$ cat config.mk
export PLATFORM = sky130hd
export DESIGN_NAME = tvs_queue
export DESIGN_NICKNAME = d
export VERILOG_FILES = /design/src/rtl/core/tvs_pkg.sv /design/src/rtl/core/tvs_queue.sv
export SDC_FILE = /design/constraint.sdc
export NUM_CORES = 1
export LEC_CHECK = 0
export BUFFER_PORTS_ARGS = -buffer_cell sky130_fd_sc_hd__buf_2
export CAP_MARGIN = 10
export CORE_ASPECT_RATIO = 0.6
export CORE_UTILIZATION = 58
export CTS_CLUSTER_DIAMETER = 60
export CTS_CLUSTER_SIZE = 16
export DETAILED_ROUTE_END_ITERATION = 7
export PLACE_DENSITY_LB_ADDON = 0.08
export SETUP_SLACK_MARGIN = 0.15
export SKIP_CTS_REPAIR_TIMING = 1
export SLEW_MARGIN = 10
export SYNTH_ARGS = -nofsm -noshare
export SYNTH_HDL_FRONTEND = slang
export SYNTH_SLANG_ARGS = --single-unit
$ cat constraint.sdc
create_clock -name aclk -period 2.1 [get_ports aclk]
set_clock_uncertainty 0.1 [all_clocks]
set_input_delay 0.42 -clock aclk [delete_from_list [all_inputs] [get_ports aclk]]
set_output_delay 0.42 -clock aclk [all_outputs]
set_load 0.02 [all_outputs]
$ cat src/rtl/core/tvs_pkg.sv
package tvs_pkg;

    localparam int SIZE_W     = 7;
    localparam int CFG_IDX_W  = 2;
    localparam int VOXEL_W    = 16;
    localparam int VADDR_W    = 18;
    localparam int COORD_W    = 20;
    localparam int S_TDATA_W  = 96;
    localparam int M_TDATA_W  = 16;
    localparam int Q_DEPTH    = 8;
    localparam int NB         = 8;   // neighbors per sample, one store copy each

    localparam logic [CFG_IDX_W-1:0] REG_SIZE_X = 2'd0;
    localparam logic [CFG_IDX_W-1:0] REG_SIZE_Y = 2'd1;
    localparam logic [CFG_IDX_W-1:0] REG_SIZE_Z = 2'd2;

    typedef struct packed {
        logic [SIZE_W-1:0] sx;
        logic [SIZE_W-1:0] sy;
        logic [SIZE_W-1:0] sz;
    } vol_size_t;

endpackage

$ cat src/rtl/core/tvs_queue.sv
module tvs_queue #(
    parameter int W = 8
) (
    input  logic                                   aclk,
    input  logic                                   aresetn,
    input  logic                                   push,
    input  logic [W-1:0]                           din,
    input  logic                                   pop,
    output logic [W-1:0]                           dout,
    output logic                                   not_empty,
    output logic [$clog2(tvs_pkg::Q_DEPTH+1)-1:0]  count
);
    localparam int PTR_W = $clog2(tvs_pkg::Q_DEPTH);
    localparam int CNT_W = $clog2(tvs_pkg::Q_DEPTH+1);

    logic [W-1:0]     slot_reg [tvs_pkg::Q_DEPTH];
    logic [PTR_W-1:0] wr_ptr_reg, wr_ptr_next;
    logic [PTR_W-1:0] rd_ptr_reg, rd_ptr_next;
    logic [CNT_W-1:0] count_reg, count_next;

    always_comb begin
        wr_ptr_next = push ? PTR_W'(wr_ptr_reg + 1'b1) : wr_ptr_reg;
        rd_ptr_next = pop  ? PTR_W'(rd_ptr_reg + 1'b1) : rd_ptr_reg;
        count_next  = count_reg;
        if (push && !pop) begin
            count_next = CNT_W'(count_reg + 1'b1);
        end else if (pop && !push) begin
            count_next = CNT_W'(count_reg - 1'b1);
        end
    end

    always_ff @(posedge aclk) begin
        if (!aresetn) begin
            wr_ptr_reg <= '0;
            rd_ptr_reg <= '0;
            count_reg  <= '0;
        end else begin
            wr_ptr_reg <= wr_ptr_next;
            rd_ptr_reg <= rd_ptr_next;
            count_reg  <= count_next;
        end
    end

    always_ff @(posedge aclk) begin
        if (push) begin
            slot_reg[wr_ptr_reg] <= din;
        end
    end

    assign dout      = slot_reg[rd_ptr_reg];
    assign not_empty = (count_reg != '0);
    assign count     = count_reg;

endmodule

==> qor.yml <==
nNetsFinal: 219
synth-seq-area-share_pct: 70.3
area_delta_synth_final_pct: 15.7
status: "finished with violations"
ir_drop_mv: 0.525
place_hpwl_um: 3380
io_buffers: 24
antenna_found_initial: 0
gr-usage-all-layers_pct: 21.1
worst_slack_ns: -0.254
grt_pass1_wl_um: 7910
rsz0062_at_grt: "true"
power.total_mw: 3.27
worstRegToRegCells: 5
drv_slew: 0
fin_hold_ws_ns: 0.244
dp_cells: 255
use_met1_pct: 30.5
synth.top_cell.area_share_pct: 61.9
num_rows: 20
use_met3_pct: 6.20
rrSetupSlack_ns: 0.45
grt_max_degree: 17
arrival_ns: 1.83
numCtsBuffers: 9
cts_tree: "built"
maxSlewHeadroom_pct: 72.2
synth_edf_count: 64
postSynthAreaPerCell_um2: 19.3
use_met2_pct: 30.5
route.detailed.drc: 0
final_util_pct: 70.4
synth.most_common_cell: "edfxtp_1"
min_path_type: "in -> reg"
yosys_warnings: 0
holdPathStages: 1
synth_common_cells: "64 x edfxtp_1, 15 x mux4_1, 13 x dfxtp_1, 8 x mux2_2"
antenna_cells: 0
cp_max_fo: 8
criticalPathCategory: "reg -> out"
drt-pass1-iter-count: 4
clock_latency_ns: 0.34
die_h_um: 58.7
min_to: "slot_reg[3][3]$_DFFE_PP_"
hold_viol: 0
clk_pin_slew_worst_paths_ns: 0.08
power_leakage_nw: 1.28
dieArea_um2: 5660
wire_per_inst_um: 20.0
yosysTopAreaCell: "edfxtp_1"
tightest_slew_ns: 0.415
violations: "negative setup slack"
final_cells: 272
initial_core_util_pct: 60.8
place.gp.congestion: 0.725
cts.sink_count: 77
cts_max_path_buffers: 2
synthFlopType: "edfxtp_1"
grt_pass1_vias: 1527
via_count: 1563
synthesis.nets: 179
totalWireLength_um: 5440
ys_ff_latch: 77
pwr_density_cell_nw_per_um2: 909
io_pins: 25
ctsRootBufferMaster: "clkbuf_8"
largest_register_ffs: 64
worstSetupEndpointType: "primary output"
ys_types: 28
clock.fmax_mhz: 425
crit-reg2reg-launch: "count[2]$_SDFFE_PN0P_"
viasPerCell: 5.75
synth.area.top_cells: "edfxtp_1 62%, mux4_1 13%, dfxtp_1 8.4%, mux2_2 2.9%, ha_1 2.0%"
drive_gt1_share_pct: 37.9
synthesis.area_um2: 3110
ant_nets: 0
hp-start: "din[3]"
tns_ns: -1.80
startpoint_type: "flip-flop"
htree_levels: 3
postSynthCellCount: 161
die_w_um: 96.5
drt_iter0_markers: 131
coreArea_um2: 5100
grt-busiest-layer: "met2"
r2r_end: "count[3]$_SDFFE_PN0P_"
max_cap_violations: 0
gr-total-overflow: 0
cp.required_ns: 1.58
min_period_over_period_pct: 112
period_minus_slack_ns: 2.35
ys_async_sr_fraction_pct: 0
finalSetupViolCount: 8
## per-stage QoR
step / cell area (µm²) / setup slack [ns]
2_1_floorplan: 3110 / 0.168
3_3_place_gp: 3350 / 0.0519
3_5_place_dp: 3350 / -0.0587
4_1_cts: 3540 / -0.347
5_1_grt: 3590 / -0.320
6_report: 3590 / -0.254
## per-layer routing
| metal | vias up | routed length (µm) |
|---|---|---|
| li1 | 703 | - |
| met1 | 771 | 2490 |
| met2 | 80 | 2440 |
| met3 | 9 | 446 |
| met4 | 0 | 70 |
| met5 | - | 0 |
## power breakdown
part / leakage, nW / switching [mW] / internal, mW
logic: 0.493 / 0.232 / 0.249
clock network: 0.0971 / 0.575 / 0.458
registers: 0.689 / 0.0420 / 1.71
## cells in the final DEF (no fill, tap or decap), types with 2 or more instances in the layout
cell type	n
clkbuf_8	9
nor3_1	2
nand2_1	6
clkinv_4	2
mux2i_1	4
buf_4	10
nor2_1	7
dfxtp_1	11
mux4_2	16
edfxtp_1	64
buf_6	8
inv_1	2
and2_1	7
mux2_4	8
buf_2	16
nor2b_1	3
ha_1	5
inv_6	4
nand2b_1	4
xor2_1	2
xnor2_1	4
## kinds of logic (layout without fill, tap and decap cells)
kind of cell               Yosys count  after routing  synth area share (%)
DFF                                 77             77                  70.3
muxes                               28             28                  17.6
AOI/OAI and AO/OA                    4              4                 0.765
adders and majority gates            6              6                  2.66
and+or+nand+nor                     31             31                  5.12
buffers and inverters                9             54                  1.89
xor gates and xnor gates             6              6                  1.69
## critical path: stages (launching register included)
cell and delay [ns]:
dfxtp_4 0.39, clkbuf_16 0.17, mux4_2 0.51, mux2_4 0.29, buf_6 0.13
## cell type report
cell class                 count  area [µm²]
sequential                    77        2190
multi-input combinational     75         838
clock inverter                 7        63.8
tap                           66        82.6
clock buffer                   9         124
fill                         331        1510
timing repair buffer          36         290
inverter                       2        7.51
## worst max-delay path by stage
stage,startpoint,endpoint,slack [ns],depth (start not counted)
2_1_floorplan,flip-flop,dout[1],0.17,4
3_3_place_gp,pop,count[3]$_SDFFE_PN0P_,0.05,9
3_5_place_dp,pop,count[3]$_SDFFE_PN0P_,-0.06,9
4_1_cts,flip-flop,dout[4],-0.35,4
5_1_grt,flip-flop,dout[5],-0.32,4
6_report,flip-flop,dout[5],-0.25,4
Note: power is estimated with default switching activity, not from simulation.
