$ cat src/rtl/core/tvs_pkg.sv
package tvs_pkg;

    localparam int SIZE_W     = 7;
    localparam int CFG_IDX_W  = 2;
    localparam int VOXEL_W    = 16;
    localparam int VADDR_W    = 18;
    localparam int COORD_W    = 20;
    localparam int S_TDATA_W  = 96;
    localparam int M_TDATA_W  = 16;
    localparam int Q_DEPTH    = 8;
    localparam int NB         = 8;   // neighbors per sample, one store copy each

    localparam logic [CFG_IDX_W-1:0] REG_SIZE_X = 2'd0;
    localparam logic [CFG_IDX_W-1:0] REG_SIZE_Y = 2'd1;
    localparam logic [CFG_IDX_W-1:0] REG_SIZE_Z = 2'd2;

    typedef struct packed {
        logic [SIZE_W-1:0] sx;
        logic [SIZE_W-1:0] sy;
        logic [SIZE_W-1:0] sz;
    } vol_size_t;

endpackage

$ cat src/rtl/core/tvs_front.sv
module tvs_front #(
    parameter int MAX_EDGE        = 64,
    parameter int COORD_FRAC_BITS = 8,
    parameter int ADW             = 18,
    parameter int QW              = 8
) (
    input  logic                               aclk,
    input  logic                               aresetn,
    input  logic                               in_valid,
    input  logic                               in_mode,
    input  logic [tvs_pkg::VADDR_W-1:0]        in_addr,
    input  logic [tvs_pkg::VOXEL_W-1:0]        in_value,
    input  logic [tvs_pkg::COORD_W-1:0]        in_cx,
    input  logic [tvs_pkg::COORD_W-1:0]        in_cy,
    input  logic [tvs_pkg::COORD_W-1:0]        in_cz,
    input  tvs_pkg::vol_size_t                 size,
    output logic [1:0]                         in_flight,
    output logic                               push,
    output logic [QW-1:0]                      push_data
);
    localparam int FB    = COORD_FRAC_BITS;
    localparam int CW    = $clog2(MAX_EDGE);
    localparam int DEPTH = MAX_EDGE * MAX_EDGE * MAX_EDGE;
    localparam int WAW   = (ADW > tvs_pkg::VADDR_W) ? ADW : tvs_pkg::VADDR_W;
    localparam int PW    = CW + 2 * tvs_pkg::SIZE_W;
    localparam int XW    = tvs_pkg::COORD_W + 1;
    localparam logic [8:0] EMAX = 9'(MAX_EDGE);

    function automatic logic [tvs_pkg::SIZE_W-1:0] eff_size(logic [tvs_pkg::SIZE_W-1:0] r);
        logic [tvs_pkg::SIZE_W-1:0] e;
        if (r == '0) begin
            e = tvs_pkg::SIZE_W'(1);
        end else if ({2'b00, r} > EMAX) begin
            e = tvs_pkg::SIZE_W'(EMAX);
        end else begin
            e = r;
        end
        return e;
    endfunction

    function automatic logic [CW-1:0] clamp_axis(logic signed [XW-1:0] p,
                                                 logic [tvs_pkg::SIZE_W-1:0] n);
        logic [CW-1:0] c;
        if (p < 0) begin
            c = '0;
        end else if (p >= $signed(XW'(n))) begin
            c = CW'(n - 1'b1);
        end else begin
            c = CW'(p);
        end
        return c;
    endfunction

    logic [tvs_pkg::SIZE_W-1:0] sx, sy, sz;
    logic [2*tvs_pkg::SIZE_W-1:0] sxy_reg;

    // stage 1: captured word
    logic                         v1_reg, mode1_reg;
    logic [tvs_pkg::VADDR_W-1:0]  addr1_reg;
    logic [tvs_pkg::VOXEL_W-1:0]  value1_reg;
    logic [tvs_pkg::COORD_W-1:0]  cx1_reg, cy1_reg, cz1_reg;

    // stage 2: classified, clamped
    logic                         v2_reg, smp2_reg, we2_reg;
    logic [ADW-1:0]               waddr2_reg;
    logic [tvs_pkg::VOXEL_W-1:0]  wdata2_reg;
    logic [CW-1:0]                x0_reg, x1_reg, y0_reg, y1_reg, z0_reg, z1_reg;
    logic [FB-1:0]                fx_reg, fy_reg, fz_reg;

    logic signed [XW-1:0] ix, iy, iz;
    logic [WAW-1:0]       waddr_ext;
    logic [PW-1:0]        zt [2];
    logic [PW-1:0]        yt [2];
    logic [PW-1:0]        lin [tvs_pkg::NB];
    logic [tvs_pkg::NB*ADW-1:0] addr_flat;

    assign sx = eff_size(size.sx);
    assign sy = eff_size(size.sy);
    assign sz = eff_size(size.sz);

    // arithmetic shift floors toward minus infinity
    assign ix = $signed(XW'($signed(cx1_reg))) >>> FB;
    assign iy = $signed(XW'($signed(cy1_reg))) >>> FB;
    assign iz = $signed(XW'($signed(cz1_reg))) >>> FB;
    assign waddr_ext = WAW'(addr1_reg);

    always_ff @(posedge aclk) begin
        if (!aresetn) begin
            v1_reg <= 1'b0;
            v2_reg <= 1'b0;
        end else begin
            v1_reg <= in_valid;
            v2_reg <= v1_reg;
        end
    end

    always_ff @(posedge aclk) begin
        sxy_reg    <= (2*tvs_pkg::SIZE_W)'(sx) * (2*tvs_pkg::SIZE_W)'(sy);
        mode1_reg  <= in_mode;
        addr1_reg  <= in_addr;
        value1_reg <= in_value;
        cx1_reg    <= in_cx;
        cy1_reg    <= in_cy;
        cz1_reg    <= in_cz;

        smp2_reg   <= mode1_reg;
        // one extra bit so the store depth itself does not wrap to zero
        we2_reg    <= !mode1_reg && ({1'b0, waddr_ext} < (WAW+1)'(DEPTH));
        waddr2_reg <= ADW'(waddr_ext);
        wdata2_reg <= value1_reg;
        x0_reg     <= clamp_axis(ix, sx);
        x1_reg     <= clamp_axis(XW'(ix + 1'b1), sx);
        y0_reg     <= clamp_axis(iy, sy);
        y1_reg     <= clamp_axis(XW'(iy + 1'b1), sy);
        z0_reg     <= clamp_axis(iz, sz);
        z1_reg     <= clamp_axis(XW'(iz + 1'b1), sz);
        fx_reg     <= cx1_reg[FB-1:0];
        fy_reg     <= cy1_reg[FB-1:0];
        fz_reg     <= cz1_reg[FB-1:0];
    end

    // linear addresses; neighbor k takes x from bit 0, y from bit 1, z from bit 2
    always_comb begin
        zt[0] = PW'(z0_reg) * PW'(sxy_reg);
        zt[1] = PW'(z1_reg) * PW'(sxy_reg);
        yt[0] = PW'(y0_reg) * PW'(sx);
        yt[1] = PW'(y1_reg) * PW'(sx);
        for (int k = 0; k < tvs_pkg::NB; k++) begin
            lin[k] = zt[k[2]] + yt[k[1]] + PW'(k[0] ? x1_reg : x0_reg);
            addr_flat[k*ADW +: ADW] = ADW'(lin[k]);
        end
        // a write carries its address in the first slot
        if (!smp2_reg) begin
            addr_flat[ADW-1:0] = waddr2_reg;
        end
    end

    assign push      = v2_reg && (smp2_reg || we2_reg);
    assign push_data = {fz_reg, fy_reg, fx_reg, addr_flat, wdata2_reg, we2_reg, smp2_reg};
    assign in_flight = {1'b0, v1_reg} + {1'b0, v2_reg};

endmodule

$ cat config.mk
export PLATFORM = sky130hd
export DESIGN_NAME = tvs_front
export DESIGN_NICKNAME = d
export VERILOG_FILES = /design/src/rtl/core/tvs_pkg.sv /design/src/rtl/core/tvs_front.sv
export SDC_FILE = /design/constraint.sdc
export NUM_CORES = 1
export LEC_CHECK = 0
export BUFFER_PORTS_ARGS = -buffer_cell sky130_fd_sc_hd__clkbuf_2
export CAP_MARGIN = 20
export CORE_MARGIN = 2
export CORE_UTILIZATION = 18
export DETAILED_ROUTE_END_ITERATION = 7
export PLACE_DENSITY_LB_ADDON = 0.12
export SKIP_CTS_REPAIR_TIMING = 1
export SYNTH_ARGS = -nofsm -noshare
export SYNTH_HDL_FRONTEND = slang
export SYNTH_SLANG_ARGS = --single-unit
$ cat constraint.sdc
create_clock -name aclk -period 1.95 [get_ports aclk]
set_clock_uncertainty 0.05 [all_clocks]
set_input_delay 0.2925 -clock aclk [delete_from_list [all_inputs] [get_ports aclk]]
set_output_delay 0.2925 -clock aclk [all_outputs]
set_load 0.01 [all_outputs]
==> reports/results.ini, run 1 <==
[outcome]
status = finished clean

[pwr]
peakVddDrop_mv = 0.371
leakagePower_nw = 0.268
p_per_area_nw_per_um2 = 1070
total_power_mw = 0.574

[layout]
final_cell_area_um2 = 538
register_area_um2 = 340
final_common_cell = clkbuf_2
fin_util = 0.269
final_cells = 73
multiInputGateArea_um2 = 32.5
area_growth_pct = 37.4
num-fill-cells = 229
drive_gt1_frac = 0.522
finalNetCount = 167
antenna_cells = 0
final_cell_mix = 20 x clkbuf_2, 17 x dfxtp_1, 3 x clkbuf_4

[worst_setup_path]
required_ns = 1.61
r2r_slack_ns = 1.34
startpoint_type = register
path_class = reg -> out
crit_arrival_ns = 1.03
worst-path-max-fanout = 2
end_kind = output port

[timing]
fin_crit_sh = 0.705
relSlewSlack = 0.928
period_needed_ns = 1.38
setup_violations = 0
slew_violations = 0
rsz0062_at_grt = false
fmaxAchievable_mhz = 727
finalSetupTns_ns = 0
hold_violations = 0
tightest_slew_ns = 0.108

[place]
place_area_um2 = 510
routabilityCongestion = 0.554
dp_hpwl_um = 500
post-place-cells = 69
portBuffers = 20

[cts]
insertion_delay_ns = 0.28
clock-sinks = 17
cts_buffers = 3
cts-root-buf = clkbuf_4
cts_buffer_depth = 2
path_clk_slew_ns = 0.09
cts_tree = yes
htreeDepth = 1

[die]
fp.dieArea_um2 = 2560
core-area_um2 = 2000
die_h_um = 50.6
ios = 130
dieWidth_um = 50.6
start_util = 0.196
rows = 16

[detailed_routing]
vias_per_cell = 3.04
first_pass_iters = 1
wl_per_cell_um = 8.52
drt-initial-drc-count = 0
vias = 222
routed_wl_um = 622
drc = 0
antenna_left = 0

[synthesis]
synth_area_per_cell_um2 = 16.3
ys_warn_count = 0
syn-num-nets = 144
synthDistinctLibCells = 6
syn_inst = 24
synth.ff_latch_count = 17
synth_area_um2 = 392
ys_seq_area_frac = 0.869

[worst_hold_path]
hp-class = in -> reg

[grt]
grt_pass1_wl_um = 1050
grt_max_degree = 11
overflow = 0
grtUsageTotal = 0.0586
grt_pass1_vias = 248
antenna_found_initial = 0

[run]
drv_cap = 0

## power breakdown
part,switching [mW],leakage [nW],total (mW),internal [mW]
logic,0.0132,0.107,0.0289,0.0158
clock network,0.0982,0.0177,0.174,0.0760
registers,0.00585,0.143,0.371,0.365
total,0.117,0.268,0.574,0.457
## Yosys cell counts
cell type / n / share of area
buf_4: 2 / 0.038
o21a_1: 1 / 0.019
inv_1: 1 / 0.0096
and2_1: 2 / 0.032
ha_1: 1 / 0.032
dfxtp_1: 17 / 0.87
## worst max-delay path: stages, from the launching register on
cell      delay (ns)
dfxtp_1         0.34
ha_1            0.30
clkbuf_2        0.13
## cells by family after synthesis
group,count (synthesis),synth area share
AOI/OAI and AO/OA,1,0.0192
adders and majority gates,1,0.0319
and+or+nand+nor,2,0.0319
DFF,17,0.869
buffers and inverters,3,0.0479
## per-layer routing
layer  vias up  wire length (um)  GRT usage
li1        115                 -          -
met5         -                 0          0
met2        13               271     0.0855
met1        94               288     0.0639
met3         0                62     0.0327
met4         0                 0     0.0405
## metrics by stage
step                      hold slack [ns]  worst slack (ns)
after global routing               0.0271             0.527
after CTS                          0.0437             0.558
after global placement              0.260             0.889
after floorplan                     0.260             0.997
after detailed placement            0.262             0.888
final                              0.0575             0.575
## final timing paths
kind	start	endpoint	depth (start not counted)
worst max-delay path	v2_reg	in_flight[0]	2
worst min-delay path	in_value[0]	value1_reg[0]	1
worst max register to register	v1_reg	v2_reg	1
worst min register to register	value1_reg[1]	wdata2_reg[1]	0
## layout make-up
type                            instances  share of cell area
Sequential cell                        17               0.633
Timing Repair Buffer                   20               0.186
Multi-Input combinational cell          4              0.0605
Clock inverter                          1             0.00930
Inverter                                1             0.00698
Tap cell                               27              0.0628
Clock buffer                            3              0.0419
No activity file was read; power rests on OpenSTA's default activity.
==> run 2, diff against run 1 <==
--- a/config.mk
+++ b/config.mk
@@ -5,10 +5,12 @@
 export SDC_FILE = /design/constraint.sdc
 export NUM_CORES = 1
 export LEC_CHECK = 0
+export ABC_AREA = 1
 export BUFFER_PORTS_ARGS = -buffer_cell sky130_fd_sc_hd__clkbuf_2
 export CAP_MARGIN = 20
+export CORE_ASPECT_RATIO = 0.5
 export CORE_MARGIN = 2
-export CORE_UTILIZATION = 18
+export CORE_UTILIZATION = 15
 export DETAILED_ROUTE_END_ITERATION = 7
 export PLACE_DENSITY_LB_ADDON = 0.12
 export SKIP_CTS_REPAIR_TIMING = 1
==> constraint.sdc (replaced) <==
create_clock -name aclk -period 1.2 [get_ports aclk]
set_clock_uncertainty 0.05 [all_clocks]
set_input_delay 0.18 -clock aclk [delete_from_list [all_inputs] [get_ports aclk]]
set_output_delay 0.18 -clock aclk [all_outputs]
set_load 0.01 [all_outputs]
==> reports/results.ini, run 2 <==
[synthesis]
synth_most_common_cell = dfxtp_1
synth_area_per_cell_um2 = 14.2
ys_seq_area_frac = 0.855
synth_top_area_cell = dfxtp_1
synth_top_area_frac = 0.855
ys_top_cells_by_area = dfxtp_1 86%, buf_4 3.8%, inv_1 3.8%, ha_1 3.1%, nand2_1 1.9%
synth_common_cells = 17 x dfxtp_1, 4 x inv_1, 2 x buf_4, 2 x nand2_1, 2 x nor2_1
ys.flop_type = dfxtp_1
synthDistinctLibCells = 6
syn-num-nets = 148
ys_warn_count = 0
async_reset_ff_frac = 0
synth.ff_latch_count = 17
syn_inst = 28
synth_edf_count = 0
synth_area_um2 = 398

[pwr]
p_per_area_nw_per_um2 = 1680
leakagePower_nw = 0.319
peakVddDrop_mv = 0.467

[detailed_routing]
vias_per_cell = 2.91
drt-initial-drc-count = 0
drc = 0
vias = 274
antenna_left = 0
first_pass_iters = 1
wl_per_cell_um = 6.47
routed_wl_um = 608

[worst_setup_path]
end_kind = output port
startpoint_type = register
r2r_slack_ns = 0.65
crit_chain = ha_1, clkbuf_2
required_ns = 0.97
timing.rr.end = v2_reg
reg2reg_from = v1_reg
path_class = reg -> out
r2r_cells = 2
worst-path-max-fanout = 2
slowest_stage = dfxtp_1
slowest_delay_ns = 0.31
crit_arrival_ns = 0.96

[run]
drv_cap = 0

[cts]
htreeDepth = 1
clock-sinks = 17
cts-root-buf = clkbuf_8
cts_buffer_depth = 2
cts_tree = yes
path_clk_slew_ns = 0.06
insertion_delay_ns = 0.25
cts_buffers = 3

[timing]
timing.final.ws_setup_ns = 0.00672
finalSetupTns_ns = 0
rsz0062_at_grt = true
fin_crit_sh = 0.994
relSlewSlack = 0.944
setup_violations = 0
hold_violations = 0
period_needed_ns = 1.19
fmaxAchievable_mhz = 838
tightest_slew_ns = 0.0830
slew_violations = 0

[layout]
area_growth_pct = 62.9
final_common_cell = clkbuf_2
final_cell_mix = 20 x clkbuf_2, 17 x dfxtp_1, 7 x dlygate4sd3_1
final_cell_area_um2 = 648
antenna_cells = 0
final_cells = 94
finalNetCount = 178
drive_gt1_frac = 0.421

[place]
routabilityCongestion = 0.478
place_area_um2 = 529
post-place-cells = 83
portBuffers = 20
dp_hpwl_um = 485
post-place-ws_ns = 0.264

[die]
dieWidth_um = 76.8
die_h_um = 40.4
ios = 130
start_util = 0.156
fp.dieArea_um2 = 3110
rows = 13
core-area_um2 = 2550

[grt]
grt_max_degree = 12
grt_pass1_wl_um = 862
antenna_found_initial = 0
overflow = 0
grt_pass1_vias = 221
grtUsageTotal = 0.0402

[worst_hold_path]
hold_start = in_valid
holdPathStages = 3
hp-class = in -> reg
hold_path_end = v1_reg

[outcome]
status = finished clean

[run 2: cell count changes after synthesis]
cell | before | now
nand2_1 | 0 | 2
o21a_1 | 1 | 0
and2_1 | 2 | 0
nor2_1 | 0 | 2
inv_1 | 1 | 4
[run 2: area by class of cell]
class,count,area [um^2]
inverters,4,15.0
multi-input cells,5,27.5
flip-flops and latches,17,340
clock buffers,3,41.3
fillers,284,1910
clock inverters,1,7.51
well taps,37,46.3
repair buffers,27,170
[run 2: cells by family after synthesis]
group                      after synthesis  share of synthesized area
DFF                                     17                      0.855
buffers and inverters                    6                     0.0754
and+or+nand+nor                          4                     0.0377
adders and majority gates                1                     0.0314
[run 2: stage by stage]
stage / power, mW / hold slack (ns) / utilization
floorplan: 0.636 / 0.158 / -
global placement: 0.665 / 0.234 / 0.207
detailed placement: 0.666 / 0.235 / 0.207
CTS: 1.10 / -0.0320 / 0.226
global route: 1.15 / 0.0691 / 0.254
finish: 1.09 / 0.0601 / 0.254
[run 2: report_power, final]
part	total (mW)	switching, mW	leakage (nW)	internal (mW)
Sequential	0.603	0.00842	0.143	0.594
Clock	0.421	0.188	0.0217	0.233
Combinational	0.0659	0.0260	0.154	0.0399
Total	1.09	0.222	0.319	0.867
[run 2: worst max path at each step]
stage	startpoint	endpoint	slack (ns)	depth (start not counted)
finish	v2_reg	in_flight[0]	0.007	2
floorplan	v2_reg	in_flight[0]	0.36	1
CTS	v2_reg	in_flight[0]	-0.01	2
global placement	v2_reg	in_flight[0]	0.26	2
detailed placement	v2_reg	in_flight[0]	0.26	2
global route	v2_reg	in_flight[0]	-0.03	2
[run 2: layer usage]
metal / up-vias / part of all wire / GRT usage
li1: 137 / - / -
met1: 127 / 0.41 / 0.0396
met2: 10 / 0.51 / 0.0570
met3: 0 / 0.077 / 0.0360
met4: 0 / 0 / 0.0273
met5: - / 0 / 0
[run 2: critical path: cells and delay by family, from the launching register on]
kind                       cells  cell delay (ns)
DFF                            1             0.31
buffers and inverters          1             0.13
adders and majority gates      1             0.28
